$ cat config.mk
export PLATFORM = sky130hd
export DESIGN_NAME = fsa_name
export DESIGN_NICKNAME = d
export VERILOG_FILES = /design/src/sv/fat16_file_slot_allocator_top_assert.svh /design/src/sv/fsa_pkg.sv /design/src/sv/fsa_name.sv
export SDC_FILE = /design/constraint.sdc
export NUM_CORES = 1
export LEC_CHECK = 0
export BUFFER_PORTS_ARGS = -buffer_cell sky130_fd_sc_hd__buf_2
export CORE_ASPECT_RATIO = 0.75
export CORE_MARGIN = 1
export CORE_UTILIZATION = 35
export DETAILED_ROUTE_END_ITERATION = 16
export PLACE_DENSITY_LB_ADDON = 0.05
export SLEW_MARGIN = 20
export SYNTH_ARGS = -nofsm -noshare
export SYNTH_HDL_FRONTEND = slang
export SYNTH_SLANG_ARGS = --single-unit
$ cat constraint.sdc
create_clock -name vclk -period 5.81
set_clock_uncertainty 0.2 [all_clocks]
set_input_delay 0.2905 -clock vclk [all_inputs]
set_output_delay 0.2905 -clock vclk [all_outputs]
set_load 0.03 [all_outputs]
$ cat src/sv/fat16_file_slot_allocator_top_assert.svh
// Assertion macros for the allocator top level.
// Each macro is compiled away in synthesis builds.
`ifndef FAT16_FILE_SLOT_ALLOCATOR_TOP_ASSERT_SVH
`define FAT16_FILE_SLOT_ALLOCATOR_TOP_ASSERT_SVH

`ifndef SYNTHESIS

// Same-cycle implication: whenever ante holds, cons holds too.
`define FSA_ASSERT_IMPLIES(label, clk, rst_n, ante, cons) \
  label: assert property (@(posedge clk) disable iff (!rst_n) (ante) |-> (cons)) \
    else $error("allocator check failed");

// Next-cycle implication: whenever ante holds, cons holds in the following cycle.
`define FSA_ASSERT_NEXT(label, clk, rst_n, ante, cons) \
  label: assert property (@(posedge clk) disable iff (!rst_n) (ante) |=> (cons)) \
    else $error("allocator check failed");

`else

`define FSA_ASSERT_IMPLIES(label, clk, rst_n, ante, cons)
`define FSA_ASSERT_NEXT(label, clk, rst_n, ante, cons)

`endif

`endif

$ cat src/sv/fsa_pkg.sv
package fsa_pkg;

  // Command codes carried on the input tuser
  typedef enum logic [1:0] {
    CMD_LOAD_FAT = 2'd0,
    CMD_LOAD_DIR = 2'd1,
    CMD_CREATE   = 2'd2,
    CMD_READ_FAT = 2'd3
  } cmd_e;

  // Result status codes
  typedef enum logic [1:0] {
    ST_OK         = 2'd0,
    ST_DIR_FULL   = 2'd1,
    ST_NO_CLUSTER = 2'd2
  } status_e;

  localparam logic [7:0]  MARK_FREE    = 8'h00;
  localparam logic [7:0]  MARK_DELETED = 8'hE5;
  localparam logic [15:0] FAT_FREE     = 16'h0000;
  localparam logic [15:0] FAT_EOC      = 16'hFFFF;
  localparam logic [7:0]  CHAR_NUL     = 8'h00;
  localparam logic [7:0]  CHAR_DOT     = 8'h2E;
  localparam logic [7:0]  CHAR_SPACE   = 8'h20;

  // First cluster that may hold file data
  localparam int unsigned FIRST_DATA_CLUSTER = 2;

  // Space padded 8.3 name, byte 0 of each part in the low bits
  typedef struct packed {
    logic [23:0] ext;
    logic [63:0] name;
  } fsa_name_t;

  // Result item; status sits in the lowest bits once packed
  typedef struct packed {
    logic [15:0] read_value;
    logic [31:0] entry_size;
    logic [23:0] entry_ext;
    logic [63:0] entry_name;
    logic [11:0] first_cluster;
    logic [3:0]  entry_slot;
    status_e     status;
  } fsa_result_t;

endpackage

$ cat src/sv/fsa_name.sv
module fsa_name (
  input  logic [63:0]       name_head_i,
  input  logic [31:0]       name_tail_i,
  output fsa_pkg::fsa_name_t name_o
);

  logic [7:0] b [12];
  logic [3:0] stop_pos;
  logic       stopped;
  logic       has_ext;
  logic       ext_end;
  logic [3:0] pos;
  logic [7:0] c;

  always_comb begin
    for (int k = 0; k < 8; k++) begin
      b[k] = name_head_i[8*k +: 8];
    end
    for (int k = 0; k < 4; k++) begin
      b[8+k] = name_tail_i[8*k +: 8];
    end

    // Base name ends at the first NUL or dot, at most eight bytes
    stop_pos = 4'd8;
    stopped  = 1'b0;
    for (int k = 0; k < 8; k++) begin
      if (!stopped && (b[k] == fsa_pkg::CHAR_NUL || b[k] == fsa_pkg::CHAR_DOT)) begin
        stop_pos = 4'(k);
        stopped  = 1'b1;
      end
    end
    for (int i = 0; i < 8; i++) begin
      name_o.name[8*i +: 8] = (4'(i) < stop_pos) ? b[i] : fsa_pkg::CHAR_SPACE;
    end

    // Extension follows the dot, stops at NUL
    has_ext = (b[stop_pos] == fsa_pkg::CHAR_DOT);
    ext_end = 1'b0;
    pos     = '0;
    c       = '0;
    for (int e = 0; e < 3; e++) begin
      pos = stop_pos + 4'(e + 1);
      c   = b[pos];
      if (c == fsa_pkg::CHAR_NUL) begin
        ext_end = 1'b1;
      end
      name_o.ext[8*e +: 8] = (has_ext && !ext_end) ? c : fsa_pkg::CHAR_SPACE;
    end
  end

endmodule
==> metrics.log <==
INFO  metric grt_max_degree = 51
INFO  metric critPathCaptureType = output port
INFO  metric finalWeightedCongestion = 1.007
INFO  metric final-max-slew-violation-count = 0
INFO  metric yosysSeqAreaShare = 0
INFO  metric cts_hold_repair.buffers = 0
INFO  metric die_height = 92.59 um
INFO  metric outcome = completed
INFO  metric cp-endpoint = name_o[82]
INFO  metric crit_fanout = 21
INFO  metric design.core.area = 10,450 um^2
INFO  metric max_cap_viol_count = 0
INFO  metric number_of_search_and_repair_iterations_in_the_first_detailed_routing_pass = 5
INFO  metric netlist.area_leader.share = 0.2352
INFO  metric synth_warnings = 0
INFO  metric die_w = 122.8 um
INFO  metric share_of_post_route_cells_with_drive_strength_above_1 = 0.4186
INFO  metric drt_iter0_markers = 597
INFO  metric finalWorstPathRequiredPeriod = 5.495 ns
INFO  metric slew_headroom = 0.3153
INFO  metric grt_pass1_vias = 4,983
INFO  metric grt.total_usage = 0.3564
INFO  metric post_synth_inst_count = 491
INFO  metric synth.area.top_cells = sky130_fd_sc_hd__mux4_2, sky130_fd_sc_hd__mux2i_1, sky130_fd_sc_hd__and2_1
INFO  metric ant_nets = 0
INFO  metric cts_post_setup_buffers_inserted = 0
INFO  metric layout_worst_path_cycle_share = 0.9458
INFO  metric setup-violations-final = 0
INFO  metric port-buffer-count = 184
INFO  metric grt_first_pass_wirelength = 29,930 um
INFO  metric postSynthAreaPerCell = 7.800 um^2
INFO  metric boundaryPins = 184
INFO  metric vias = 5,445
INFO  metric seqCellArea = 0 um^2
INFO  metric area_growth = 33.78%
INFO  metric min-delay-path-class = in -> out
INFO  metric dp_hpwl = 16,610 um
INFO  metric initial_core_util = 0.3665
INFO  metric worst-slew-pin-transition = 1.027 ns
INFO  metric crit_path_arrival_time = 5.00 ns
INFO  metric worst_setup_path_start_kind = input port
INFO  metric gr-total-overflow = 0
INFO  metric fmax = 0.1820 GHz
INFO  metric grt_setup_unrepaired = no
INFO  metric postCtsResizedCells = 0
INFO  metric clock_buffers = 0
INFO  metric routed_wl = 20,420 um
INFO  metric detail_route.wl_per_cell = 24.75 um
INFO  metric worstSetupStartpoint = name_head_i[48]
INFO  metric synth_top_area_cell = sky130_fd_sc_hd__mux4_2
INFO  metric yosysUniqueCellTypes = 67
INFO  metric avgViaCountPerCell = 6.600
INFO  metric hold_viol = 0
INFO  metric fp.dieArea = 11,370 um^2
INFO  metric number_of_rows_in_the_core_area = 32
INFO  metric worst-endpoint-required = 5.32 ns
INFO  metric post-route-drc-count = 0
INFO  metric final_layout_net_count = 790
INFO  metric initial_antenna_violation_count = 1
INFO  metric dpl_worst_slack = 0.4558 ns
INFO  metric syn_nets = 591
INFO  metric layout.sequential_cells = 0
INFO  metric path_class = in -> out
INFO  metric setup-tns-final = 0 ns
INFO  metric syn-cell-area = 3830 um^2
INFO  metric setup_ws = 0.3149 ns
==> final cells by class <==
class,instances,area [um^2]
fill,1041,5326
multi-input combinational,454,3651
timing repair buffer,227,1269
tap,136,170.2
inverter,7,31.28
antenna,1,2.502
==> synthesized netlist by cell type, types with 5 or more instances <==
library cell	count
sky130_fd_sc_hd__mux2i_1	41
sky130_fd_sc_hd__nand3_1	36
sky130_fd_sc_hd__a211oi_1	11
sky130_fd_sc_hd__clkbuf_1	15
sky130_fd_sc_hd__a22oi_1	7
sky130_fd_sc_hd__o21ai_1	6
sky130_fd_sc_hd__nor4_1	12
sky130_fd_sc_hd__nand2_1	60
sky130_fd_sc_hd__a2111oi_0	8
sky130_fd_sc_hd__mux4_2	40
sky130_fd_sc_hd__and2_1	54
sky130_fd_sc_hd__a32oi_1	5
sky130_fd_sc_hd__inv_1	5
sky130_fd_sc_hd__nand2b_1	6
sky130_fd_sc_hd__a221oi_1	6
sky130_fd_sc_hd__nor4_2	5
sky130_fd_sc_hd__o21a_1	5
sky130_fd_sc_hd__o21ai_0	17
sky130_fd_sc_hd__a21oi_1	26
sky130_fd_sc_hd__and4_1	8
sky130_fd_sc_hd__nor2_1	18
sky130_fd_sc_hd__and3_1	17
sky130_fd_sc_hd__buf_2	5
sky130_fd_sc_hd__a311oi_1	6
sky130_fd_sc_hd__nor3_1	6
==> cells in the final DEF, fill, tap and decap left out, types with 3 or more instances in the layout <==
| cell type | count |
|---|---|
| sky130_fd_sc_hd__buf_4 | 41 |
| sky130_fd_sc_hd__or3_1 | 3 |
| sky130_fd_sc_hd__nand3_1 | 36 |
| sky130_fd_sc_hd__inv_1 | 5 |
| sky130_fd_sc_hd__nor2_1 | 18 |
| sky130_fd_sc_hd__nor2b_1 | 4 |
| sky130_fd_sc_hd__mux4_2 | 40 |
| sky130_fd_sc_hd__nand4_1 | 3 |
| sky130_fd_sc_hd__buf_2 | 184 |
| sky130_fd_sc_hd__mux2i_1 | 41 |
| sky130_fd_sc_hd__a311oi_1 | 6 |
| sky130_fd_sc_hd__a22oi_1 | 7 |
| sky130_fd_sc_hd__a221oi_1 | 6 |
| sky130_fd_sc_hd__nor4_2 | 5 |
| sky130_fd_sc_hd__nor3_1 | 6 |
| sky130_fd_sc_hd__and3_1 | 17 |
| sky130_fd_sc_hd__nand2b_1 | 6 |
| sky130_fd_sc_hd__and4_1 | 8 |
| sky130_fd_sc_hd__nor4_1 | 12 |
| sky130_fd_sc_hd__a211oi_1 | 11 |
| sky130_fd_sc_hd__a21oi_1 | 26 |
| sky130_fd_sc_hd__o21ai_0 | 17 |
| sky130_fd_sc_hd__ha_1 | 3 |
| sky130_fd_sc_hd__a2111oi_0 | 8 |
| sky130_fd_sc_hd__o21a_1 | 5 |
| sky130_fd_sc_hd__a32oi_1 | 5 |
| sky130_fd_sc_hd__o21ai_1 | 6 |
| sky130_fd_sc_hd__nand2_1 | 60 |
| sky130_fd_sc_hd__and2_1 | 54 |
==> metal layers <==
layer  up-vias  share of wire  global-route usage  routed length (um)
li1       2359              -                   -                   -
met1      2602           0.41              0.5081                8378
met2       447           0.42              0.5094                8544
met3        37           0.15              0.1293                3137
met4         0          0.018             0.06707                 358
met5         -              0                   0                   0
==> worst max-delay path, stage by stage <==
cell and delay (ns):
sky130_fd_sc_hd__buf_2 0.13, sky130_fd_sc_hd__nor4_1 0.57, sky130_fd_sc_hd__o21ai_1 0.24, sky130_fd_sc_hd__a211oi_1 0.47, sky130_fd_sc_hd__o21a_1 0.33, sky130_fd_sc_hd__inv_2 0.07, sky130_fd_sc_hd__ha_2 0.65, sky130_fd_sc_hd__buf_12 0.24
sky130_fd_sc_hd__mux2i_1 0.21, sky130_fd_sc_hd__mux2i_1 0.15, sky130_fd_sc_hd__a221oi_1 0.53, sky130_fd_sc_hd__nand2_1 0.18, sky130_fd_sc_hd__o41ai_4 0.37, sky130_fd_sc_hd__a21oi_2 0.18, sky130_fd_sc_hd__and2_1 0.19, sky130_fd_sc_hd__buf_2 0.17
==> how the worst min path moves through the flow <==
stage | from | to | slack, ns | cells past startpoint
2_1_floorplan | name_head_i[27] | name_o[27] | 0.55 | 2
3_3_place_gp | name_head_i[37] | name_o[37] | 0.80 | 3
3_5_place_dp | name_head_i[27] | name_o[27] | 0.80 | 4
4_1_cts | name_head_i[27] | name_o[27] | 0.80 | 4
5_1_grt | name_head_i[52] | name_o[52] | 0.82 | 3
6_report | name_head_i[27] | name_o[27] | 0.80 | 4
==> logic make-up after synthesis <==
kind of cell               Yosys count  synth area share
AOI/OAI and AO/OA                  120            0.2264
and+or+nand+nor                    247            0.3662
buffers and inverters               37           0.04736
adders and majority gates            4           0.01307
muxes                               81            0.3424
xor gates and xnor gates             2          0.004575
==> metrics by stage <==
step                area, um^2  cells  hold WS (ns)    util
CTS                       5121    824        0.7986  0.4901
floorplan                 3830    491        0.5541       -
global placement          5121    824        0.7988  0.4901
global route              5121    824        0.8183  0.4901
finish                    5124    825        0.8024  0.4903
detailed placement        5121    824        0.7986  0.4901
