## config.mk

```make
export PLATFORM = sky130hd
export DESIGN_NAME = fsa_ram
export DESIGN_NICKNAME = d
export VERILOG_FILES = /design/src/sv/fat16_file_slot_allocator_top_assert.svh /design/src/sv/fsa_ram.sv
export SDC_FILE = /design/constraint.sdc
export NUM_CORES = 1
export LEC_CHECK = 0
export ABC_AREA = 1
export BUFFER_PORTS_ARGS = -buffer_cell sky130_fd_sc_hd__buf_2
export CAP_MARGIN = 20
export CORE_ASPECT_RATIO = 0.75
export CORE_MARGIN = 1
export CORE_UTILIZATION = 35
export DETAILED_ROUTE_END_ITERATION = 12
export REMOVE_ABC_BUFFERS = 1
export SKIP_CTS_REPAIR_TIMING = 1
export SYNTH_ARGS = -nofsm -noshare
export SYNTH_HDL_FRONTEND = slang
export SYNTH_SLANG_ARGS = --single-unit
```

## constraint.sdc

```tcl
create_clock -name clk_i -period 3.5 [get_ports clk_i]
set_clock_uncertainty 0.15 [all_clocks]
set_input_delay 0.7 -clock clk_i [delete_from_list [all_inputs] [get_ports clk_i]]
set_output_delay 0.7 -clock clk_i [all_outputs]
set_load 0.02 [all_outputs]
```

## src/sv/fat16_file_slot_allocator_top_assert.svh

```systemverilog
// Assertion macros for the allocator top level.
// Each macro is compiled away in synthesis builds.
`ifndef FAT16_FILE_SLOT_ALLOCATOR_TOP_ASSERT_SVH
`define FAT16_FILE_SLOT_ALLOCATOR_TOP_ASSERT_SVH

`ifndef SYNTHESIS

// Same-cycle implication: whenever ante holds, cons holds too.
`define FSA_ASSERT_IMPLIES(label, clk, rst_n, ante, cons) \
  label: assert property (@(posedge clk) disable iff (!rst_n) (ante) |-> (cons)) \
    else $error("allocator check failed");

// Next-cycle implication: whenever ante holds, cons holds in the following cycle.
`define FSA_ASSERT_NEXT(label, clk, rst_n, ante, cons) \
  label: assert property (@(posedge clk) disable iff (!rst_n) (ante) |=> (cons)) \
    else $error("allocator check failed");

`else

`define FSA_ASSERT_IMPLIES(label, clk, rst_n, ante, cons)
`define FSA_ASSERT_NEXT(label, clk, rst_n, ante, cons)

`endif

`endif

```

## src/sv/fsa_ram.sv

```systemverilog
module fsa_ram #(
  parameter int unsigned WIDTH = 16,
  parameter int unsigned DEPTH = 16,
  localparam int unsigned AW = (DEPTH > 1) ? $clog2(DEPTH) : 1
) (
  input  logic             clk_i,
  input  logic             we_i,
  input  logic [AW-1:0]    waddr_i,
  input  logic [WIDTH-1:0] wdata_i,
  input  logic [AW-1:0]    raddr_i,
  output logic [WIDTH-1:0] rdata_o
);

  logic [WIDTH-1:0] mem_q [DEPTH];
  logic [WIDTH-1:0] rdata_q;

  always_ff @(posedge clk_i) begin
    if (we_i) begin
      mem_q[waddr_i] <= wdata_i;
    end
    rdata_q <= mem_q[raddr_i];
  end

  assign rdata_o = rdata_q;

endmodule

```

==> results of run 1 <==
==> routing by layer <==
metal | wire length, µm | share of wire (%)
met4 | 561 | 2.0
met2 | 11700 | 42
met1 | 13700 | 50
met5 | 0 | 0
met3 | 1720 | 6.2
==> synthesized netlist by cell type, drive strengths merged <==
cell type / n
nand3: 193
nand2: 341
inv: 198
edfxtp: 256
dfxtp: 16
buf: 41
clkbuf: 10
nand3b: 2
nor2: 17
==> final timing paths <==
path                            slack (ns)       endpoint
worst min register to register        0.50    rdata_o[13]
worst min-delay path                  0.39  mem_q[15][10]
worst max-delay path                  1.49    rdata_o[13]
worst max register to register        2.30     rdata_o[3]
==> cell usage in the layout, fill, tap and decap left out, types with 5 or more instances in the layout <==
master	instances
clkbuf_1	5
clkbuf_16	27
edfxtp_1	256
buf_2	40
clkinv_2	8
nand2_1	341
inv_1	196
nand3_1	193
nor2_2	16
buf_4	26
dfxtp_1	16
==> final cells by class <==
class                   instances  area (µm²)  share of cell area (%)
repair buffers                 68         435                    3.37
clock inverters                14        96.3                   0.747
clock buffers                  33         708                    5.49
multi-input cells             553        2360                    18.3
well taps                     435         544                    4.22
inverters                     198         746                    5.78
flip-flops and latches        272        8010                    62.1
==> state kept, by name, indices dropped and copies added (netlist names) <==
register and flops:
mem_q 256, rdata_o 16
==> logic make-up (layout without fill, tap and decap cells) <==
family / count (synthesis) / after routing / synth area share [%]
flip-flops: 272 / 272 / 70.4
AND/OR/NAND/NOR: 553 / 553 / 20.4
buffers and inverters: 249 / 313 / 9.21
==> power groups by stage <==
stage	sequential, W	clock, W	combinational [W]
floorplan	0.00375	0	0.000192
global placement	0.00373	0	0.000441
detailed placement	0.00373	0	0.000444
CTS	0.00366	0.00273	0.000446
global route	0.00367	0.00283	0.000494
finish	0.00366	0.00269	0.000443
==> metrics by stage <==
stage               cell area [µm²]  setup WS [ns]  hold WS, ns  util, %
global placement              12100           1.14        0.475     38.3
CTS                           12900           1.48        0.374     40.8
floorplan                     11100           1.16        0.457        -
global route                  12900           1.48        0.395     40.8
finish                        12900           1.49        0.388     40.8
detailed placement            12100           1.14        0.486     38.3
==> reports/metrics.yaml, run 1 <==
power_and_ir_drop:
  p_leak_nw: 5.47
  p_per_area_nw_per_um2: 527
  p_int_w: 0.00526
  clockPowerShare_pct: 39.6
  finalPower_w: 0.00680
  vdd_ir_drop_max_mv: 0.258
  pwr-share-seq_pct: 53.9
  p_sw_share_pct: 22.6
  p_switching_w: 0.00154
  combPwrFrac_pct: 6.5
clock_tree:
  cts_tree: "done"
  cts.sinks: 272
  cts_buffers: 26
  root_buffer: "clkbuf_16"
  clkTransAtPathRegs_ns: 0.07
  clock_tree.htree_level_count: 1
  cts.path.max_buffers: 3
  clk_latency_ns: 0.55
timing:
  worst_pin_slew_ns: 1.04
  period_minus_slack_ns: 2.01
  drv_slew: 0
  max_freq_mhz: 499
  finalSetupTns_ns: 0
  period_share_pct: 57.3
  relSlewSlack_pct: 30.9
  hold_viol_final: 0
  setup_viol: 0
  rsz0062_at_grt: "no"
finish:
  fillers: 3031
  area_delta_synth_final_pct: 13.4
  fin_cells: 1573
  nets: 1145
  n_antenna_cell: 0
  layout-drive-gt1-share_pct: 11.0
worst_setup_path:
  cp_slowest_stage_delay_ns: 0.41
  worstSetupStartpointType: "flop"
  cp.arrival_ns: 1.16
  crit_family: "flip-flops"
  cpMaxStageDelayCell: "dfxtp_1"
  cp_num_cells: 1
  crit_start: "rdata_o[13]"
  crit_fanout: 1
  worstPathRequired_ns: 2.65
  end_kind: "output port"
  r2r-start: "mem_q[15][3]"
  crit_type: "reg2out"
  path_buf_inv: 1
  reg2reg_depth: 6
  cp_cell_sequence: "buf_2"
global_routing:
  grt_overflow_total: 0
  busiest_layer: "met1"
  grt_pass1_vias: 6767
  grt_use_total_pct: 16.8
  antenna_found_initial: 0
  grt_util_met1_pct: 26.0
  grt_max_degree: 129
  grt_util_met2_pct: 24.6
  use_met3_pct: 2.52
  grt_pass1_wl_mm: 41.6
worst_hold_path:
  worstHoldStart: "wdata_i[10]"
  min_path_type: "in2reg"
  whs_path_depth: 1
routing:
  drc: 0
  vias_per_cell: 4.62
  firstDrtPassIters: 5
  ant_nets: 0
  vias: 7261
  routedWlPerCell_um: 17.6
  first_iter_violations: 709
  totalWireLength_mm: 27.6
place:
  gp_congestion: 0.764
  place_inst: 1526
  dp_hpwl_mm: 14.4
  port-buffer-count: 41
die:
  die_area_um2: 33200
  die_h_um: 158
  io_pins: 42
  row_count: 56
  start_util_pct: 36.0
  die_x_um: 210
  core-area_um2: 31600
synthesis:
  netlist_area_um2: 11400
  netlist.top_cell.by_area: "edfxtp_1"
  synthTopCellsByArea: "edfxtp_1 68%, nand2_1 11%, nand3_1 8.5%"
  ys_warn_count: 0
  avgSynthCellArea_um2: 10.6
  ys_types: 13
  yosysSeqAreaShare_pct: 70.4
  synth_top_cell_area_share_pct: 67.5
  postSynthCellCount: 1074
  ys_ff_latch: 272
run_status:
  outcome: "finished, final reports clean"
run:
  maxCapViolCount: 0
(Power assumes the default switching activity.)
==> run 2, diff against run 1 <==
ABC_AREA = 0   (was 1)
clock period = 1.93 ns   (was 3.5 ns; I/O delays follow)
==> run 2 against run 1 <==
- core utilization is 2.2 points higher
- critical path type unchanged
- combinational power is 57% higher
- hold slack worse by 0.30 ns
- register-to-register slack worse by 1.9 ns
- critical endpoint is now rdata_o[6]
- die area is 12% lower
- largest cell class unchanged
- via count is 35% lower
- count of clock-buffer cells in the layout is 3 higher
==> reports/metrics.yaml, run 2 <==
run_status:
  outcome: "finished, final reports clean"
worst_setup_path:
  crit_fanout: 1
  worstSetupStartpointType: "flop"
  cp_cell_sequence: "buf_2"
  cp.arrival_ns: 1.07
  cp_num_cells: 1
  end_kind: "output port"
  crit_start: "rdata_o[6]"
  worstPathRequired_ns: 1.39
  reg2reg_depth: 3
  crit_family: "flip-flops"
  path_buf_inv: 1
  cp_slowest_stage_delay_ns: 0.37
  crit_type: "reg2out"
  cpMaxStageDelayCell: "dfxtp_1"
  r2r-start: "mem_q[0][10]"
power_and_ir_drop:
  vdd_ir_drop_max_mv: 0.716
  pwr-share-seq_pct: 55.2
  combPwrFrac_pct: 5.8
  p_leak_nw: 3.96
  p_int_w: 0.00957
  p_switching_w: 0.00248
  clockPowerShare_pct: 39.1
  p_per_area_nw_per_um2: 995
  p_sw_share_pct: 20.6
  finalPower_w: 0.0120
synthesis:
  yosysMostFrequentCell: "edfxtp_1"
  yosys_most_used_dff: "edfxtp_1"
  synthTopCellsByArea: "edfxtp_1 77%, mux4_2 12%, dfxtp_1 3.2%"
  yosysSeqAreaShare_pct: 79.7
  avgSynthCellArea_um2: 23.2
  ys_warn_count: 0
  synth_top_cell_area_share_pct: 76.5
  postSynthCellCount: 432
  synth_edf_count: 256
  netlist_area_um2: 10000
  ys_ff_latch: 272
  netlist_top_cells_count: "256 x edfxtp_1, 54 x mux4_2, 32 x a22oi_1"
  synthArstFlopShare_pct: 0
  netlist.top_cell.by_area: "edfxtp_1"
  ys_types: 19
finish:
  area_delta_synth_final_pct: 20.5
  final_cell_mix: "256 x edfxtp_1, 54 x mux4_2, 40 x buf_2"
  nets: 557
  largest_register_ffs: 256
  final-seq-area_um2: 8010
  largest-register: "mem_q"
  multiInputGateArea_um2: 1960
  layout_commonest_cell: "edfxtp_1"
  fillers: 2474
  fin_area_um2: 12100
  fin_cells: 934
  n_antenna_cell: 0
  layout-drive-gt1-share_pct: 36.2
global_routing:
  antenna_found_initial: 1
  grt_max_degree: 23
  grt_pass1_wl_mm: 31.8
  grt_pass1_vias: 4882
  grt_use_total_pct: 15.2
  grt_overflow_total: 0
place:
  dp_hpwl_mm: 13.1
  port-buffer-count: 41
  dpl-instance-area_um2: 11300
  place_inst: 888
  gp_congestion: 0.723
  dpl_worst_slack_ns: -0.115
clock_tree:
  cts_buffers: 26
  cts_tree: "done"
  root_buffer: "clkbuf_16"
  clk_latency_ns: 0.52
  clkTransAtPathRegs_ns: 0.06
  cts.sinks: 272
  clock_tree.htree_level_count: 1
  cts.path.max_buffers: 3
timing:
  drv_slew: 0
  period_minus_slack_ns: 1.61
  fin_ws_ns: 0.322
  max_freq_mhz: 622
  rsz0062_at_grt: "no"
  finalSetupTns_ns: 0
  setup_viol: 0
  relSlewSlack_pct: 31.8
  period_share_pct: 83.3
  hold_viol_final: 0
  worst_pin_slew_ns: 1.02
worst_hold_path:
  whs_path_depth: 1
  min_path_type: "in2reg"
  worstHoldStart: "wdata_i[4]"
routing:
  totalWireLength_mm: 21.7
  ant_nets: 0
  firstDrtPassIters: 4
  drc: 0
  vias: 4702
  first_iter_violations: 305
  vias_per_cell: 5.03
  routedWlPerCell_um: 23.2
die:
  row_count: 53
  core-area_um2: 28100
  die_area_um2: 29400
  die_x_um: 198
  start_util_pct: 35.7
  die_h_um: 149
  io_pins: 42
run:
  maxCapViolCount: 0
-- run 2: cell count changes after synthesis, sizes merged --
cell	delta
a22oi	+32
and2	+1
buf	-28
clkbuf	-2
inv	-198
mux4	+64
nand2	-324
nand2b	+2
nand3	-192
nor2	-4
nor2b	+2
nor3	+4
or3b	+1
-- run 2: worst paths after layout --
check | endpoint | slack (ns)
worst max-delay path | rdata_o[6] | 0.32
worst min-delay path | mem_q[13][4] | 0.09
worst max register to register | rdata_o[10] | 0.38
worst min register to register | rdata_o[2] | 0.52
-- run 2: final cells by class --
cell class                 count  area share (%)
tap                          385            3.98
sequential                   272            66.2
clock inverter                10           0.393
clock buffer                  36            6.11
multi-input combinational    139            16.2
timing repair buffer          92            7.15
-- run 2: stage by stage --
| stage | hold WS, ns | util (%) |
|---|---|---|
| 5_1_grt | 0.0834 | 43.0 |
| 3_5_place_dp | 0.515 | 40.3 |
| 4_1_cts | 0.0670 | 43.0 |
| 3_3_place_gp | 0.501 | 40.3 |
| 2_1_floorplan | 0.335 | - |
| 6_report | 0.0856 | 43.0 |
-- run 2: kinds of logic (layout without fill, tap and decap cells) --
kind of cell	after synthesis	in the layout	share of synthesized area [%]
multiplexers	64	64	14.7
flip-flops	272	272	79.7
AND/OR/NAND/NOR	43	43	1.92
AO/OA/AOI/OAI	32	32	2.39
buffers and inverters	21	138	1.23
-- run 2: per-layer routing --
metal,part of all wire (%),up-vias,global-route usage (%)
li1,-,2047,-
met1,45,2500,21.0
met2,49,126,25.3
met3,5.6,27,3.02
met4,1.2,2,2.40
met5,0.051,-,0
-- run 2: power by group through the flow --
stage          Sequential, W  Clock (W)  Combinational (W)
5_1_grt              0.00665    0.00503           0.000749
6_report             0.00664    0.00470           0.000695
4_1_cts              0.00665    0.00480           0.000707
2_1_floorplan        0.00681          0           0.000257
3_3_place_gp         0.00676          0           0.000691
3_5_place_dp         0.00677          0           0.000706
==> run 3, diff against run 2 <==
clock period = 1.7 ns   (was 1.93 ns; I/O delays follow)
==> run 3 against run 2 <==
- core utilization up 0.50 points
- sequential cell count unchanged
- design area up 1.2%
- critical path depth unchanged
- cell count up 0.43%
- clock power up 41%
- first-iteration DRC count up 26%
- sequential share of layout area down 0.76 points
- register-to-register slack worse by 0.22 ns
- die area unchanged
- worst setup slack worse by 0.23 ns
==> reports/metrics.yaml, run 3 (synthesized netlist as in run 2, its figures left out) <==
routing:
  first_iter_violations: 383
  routedWlPerCell_um: 22.5
  firstDrtPassIters: 4
  vias: 4670
  vias_per_cell: 4.98
  ant_nets: 0
  totalWireLength_mm: 21.1
  drc: 0
clock_tree:
  cts.path.max_buffers: 3
  cts_tree: "done"
  clkTransAtPathRegs_ns: 0.07
  clk_latency_ns: 0.54
  clock_tree.htree_level_count: 1
  cts_buffers: 26
  cts.sinks: 272
  root_buffer: "clkbuf_16"
worst_setup_path:
  reg2reg_depth: 3
  worstPathRequired_ns: 1.21
  r2r-start: "mem_q[11][14]"
  cpMaxStageDelayCell: "dfxtp_1"
  cp.arrival_ns: 1.12
  crit_family: "flip-flops"
  end_kind: "output port"
  cp_slowest_stage_delay_ns: 0.39
  worstSetupStartpointType: "flop"
  cp_cell_sequence: "buf_2"
  rr_endpoint: "rdata_o[14]"
  reg2reg_slack_ns: 0.16
  crit_fanout: 1
  crit_type: "reg2out"
  path_buf_inv: 1
finish:
  layout-drive-gt1-share_pct: 37.6
  n_antenna_cell: 0
  area_delta_synth_final_pct: 21.9
  largest_register_ffs: 256
  nets: 559
  utilization_pct: 43.5
  layout_commonest_cell: "edfxtp_1"
  final_cell_mix: "256 x edfxtp_1, 54 x mux4_2, 40 x buf_2"
  fillers: 2419
  largest-register: "mem_q"
global_routing:
  grt_pass1_vias: 5080
  grt_max_degree: 29
  grt_pass1_wl_mm: 31.7
  antenna_found_initial: 0
  grt_overflow_total: 0
  grt_use_total_pct: 14.9
run:
  maxCapViolCount: 0
timing:
  relSlewSlack_pct: 48.3
  hold_viol_final: 0
  period_share_pct: 94.6
  period_minus_slack_ns: 1.61
  max_freq_mhz: 622
  rsz0062_at_grt: "no"
  worst_pin_slew_ns: 0.774
  drv_slew: 0
  setup_viol: 0
power_and_ir_drop:
  p_leak_nw: 4.05
  finalPower_w: 0.0149
  p_per_area_nw_per_um2: 1220
  vdd_ir_drop_max_mv: 0.705
worst_hold_path:
  worstHoldStart: "wdata_i[10]"
  hold_end: "mem_q[15][10]"
  min_path_type: "in2reg"
  whs_path_depth: 1
run_status:
  outcome: "finished, final reports clean"
die:
  die_h_um: 149
  start_util_pct: 35.7
  die_x_um: 198
  row_count: 53
  core-area_um2: 28100
  io_pins: 42
  die_area_um2: 29400
place:
  dp_hpwl_mm: 13.3
  gp_congestion: 0.735
  port-buffer-count: 41
==> run 3: where the power goes <==
group | leakage (nW) | internal, W | switching (W)
Sequential | 2.45 | 0.00749 | 0.0000495
Combinational | 1.11 | 0.000330 | 0.000440
Clock | 0.486 | 0.00418 | 0.00244
Total | 4.05 | 0.0120 | 0.00292
==> run 3: worst max-delay path by stage <==
stage | from | end | slack, ns | depth (start not counted)
2_1_floorplan | waddr_i[2] | mem_q[0][0] | -0.85 | 2
3_3_place_gp | raddr_i[0] | rdata_o[9] | -0.25 | 5
3_5_place_dp | raddr_i[0] | rdata_o[1] | -0.27 | 5
4_1_cts | rdata_o[12] | rdata_o[12] | 0.04 | 1
5_1_grt | rdata_o[12] | rdata_o[12] | 0.02 | 1
6_report | rdata_o[12] | rdata_o[12] | 0.09 | 1
==> run 3: per-layer routing <==
layer	up-vias	global-route usage, %	part of all wire (%)
met2	134	24.9	49
met1	2463	20.2	44
met3	33	3.24	5.1
li1	2040	-	-
met4	0	3.22	1.9
met5	-	0	0
==> run 3: area by class of cell <==
cell class / count / area (µm²) / area share (%)
clock inverters: 12 / 240 / 1.96
flip-flops and latches: 272 / 8010 / 65.4
well taps: 385 / 482 / 3.93
clock buffers: 36 / 759 / 6.20
multi-input cells: 139 / 1960 / 16.0
repair buffers: 94 / 793 / 6.48
==> run 3: through the flow <==
step,setup slack (ns),hold slack (ns),instance area [µm²],cells,setup TNS (ns)
finish,0.0919,0.0301,12200,938,0
global placement,-0.255,0.508,11200,890,-19.77
detailed placement,-0.271,0.516,11200,890,-23.42
floorplan,-0.845,0.289,9920,411,-69.07
CTS,0.0391,0.0148,12200,938,0
global route,0.0207,0.0293,12200,938,0
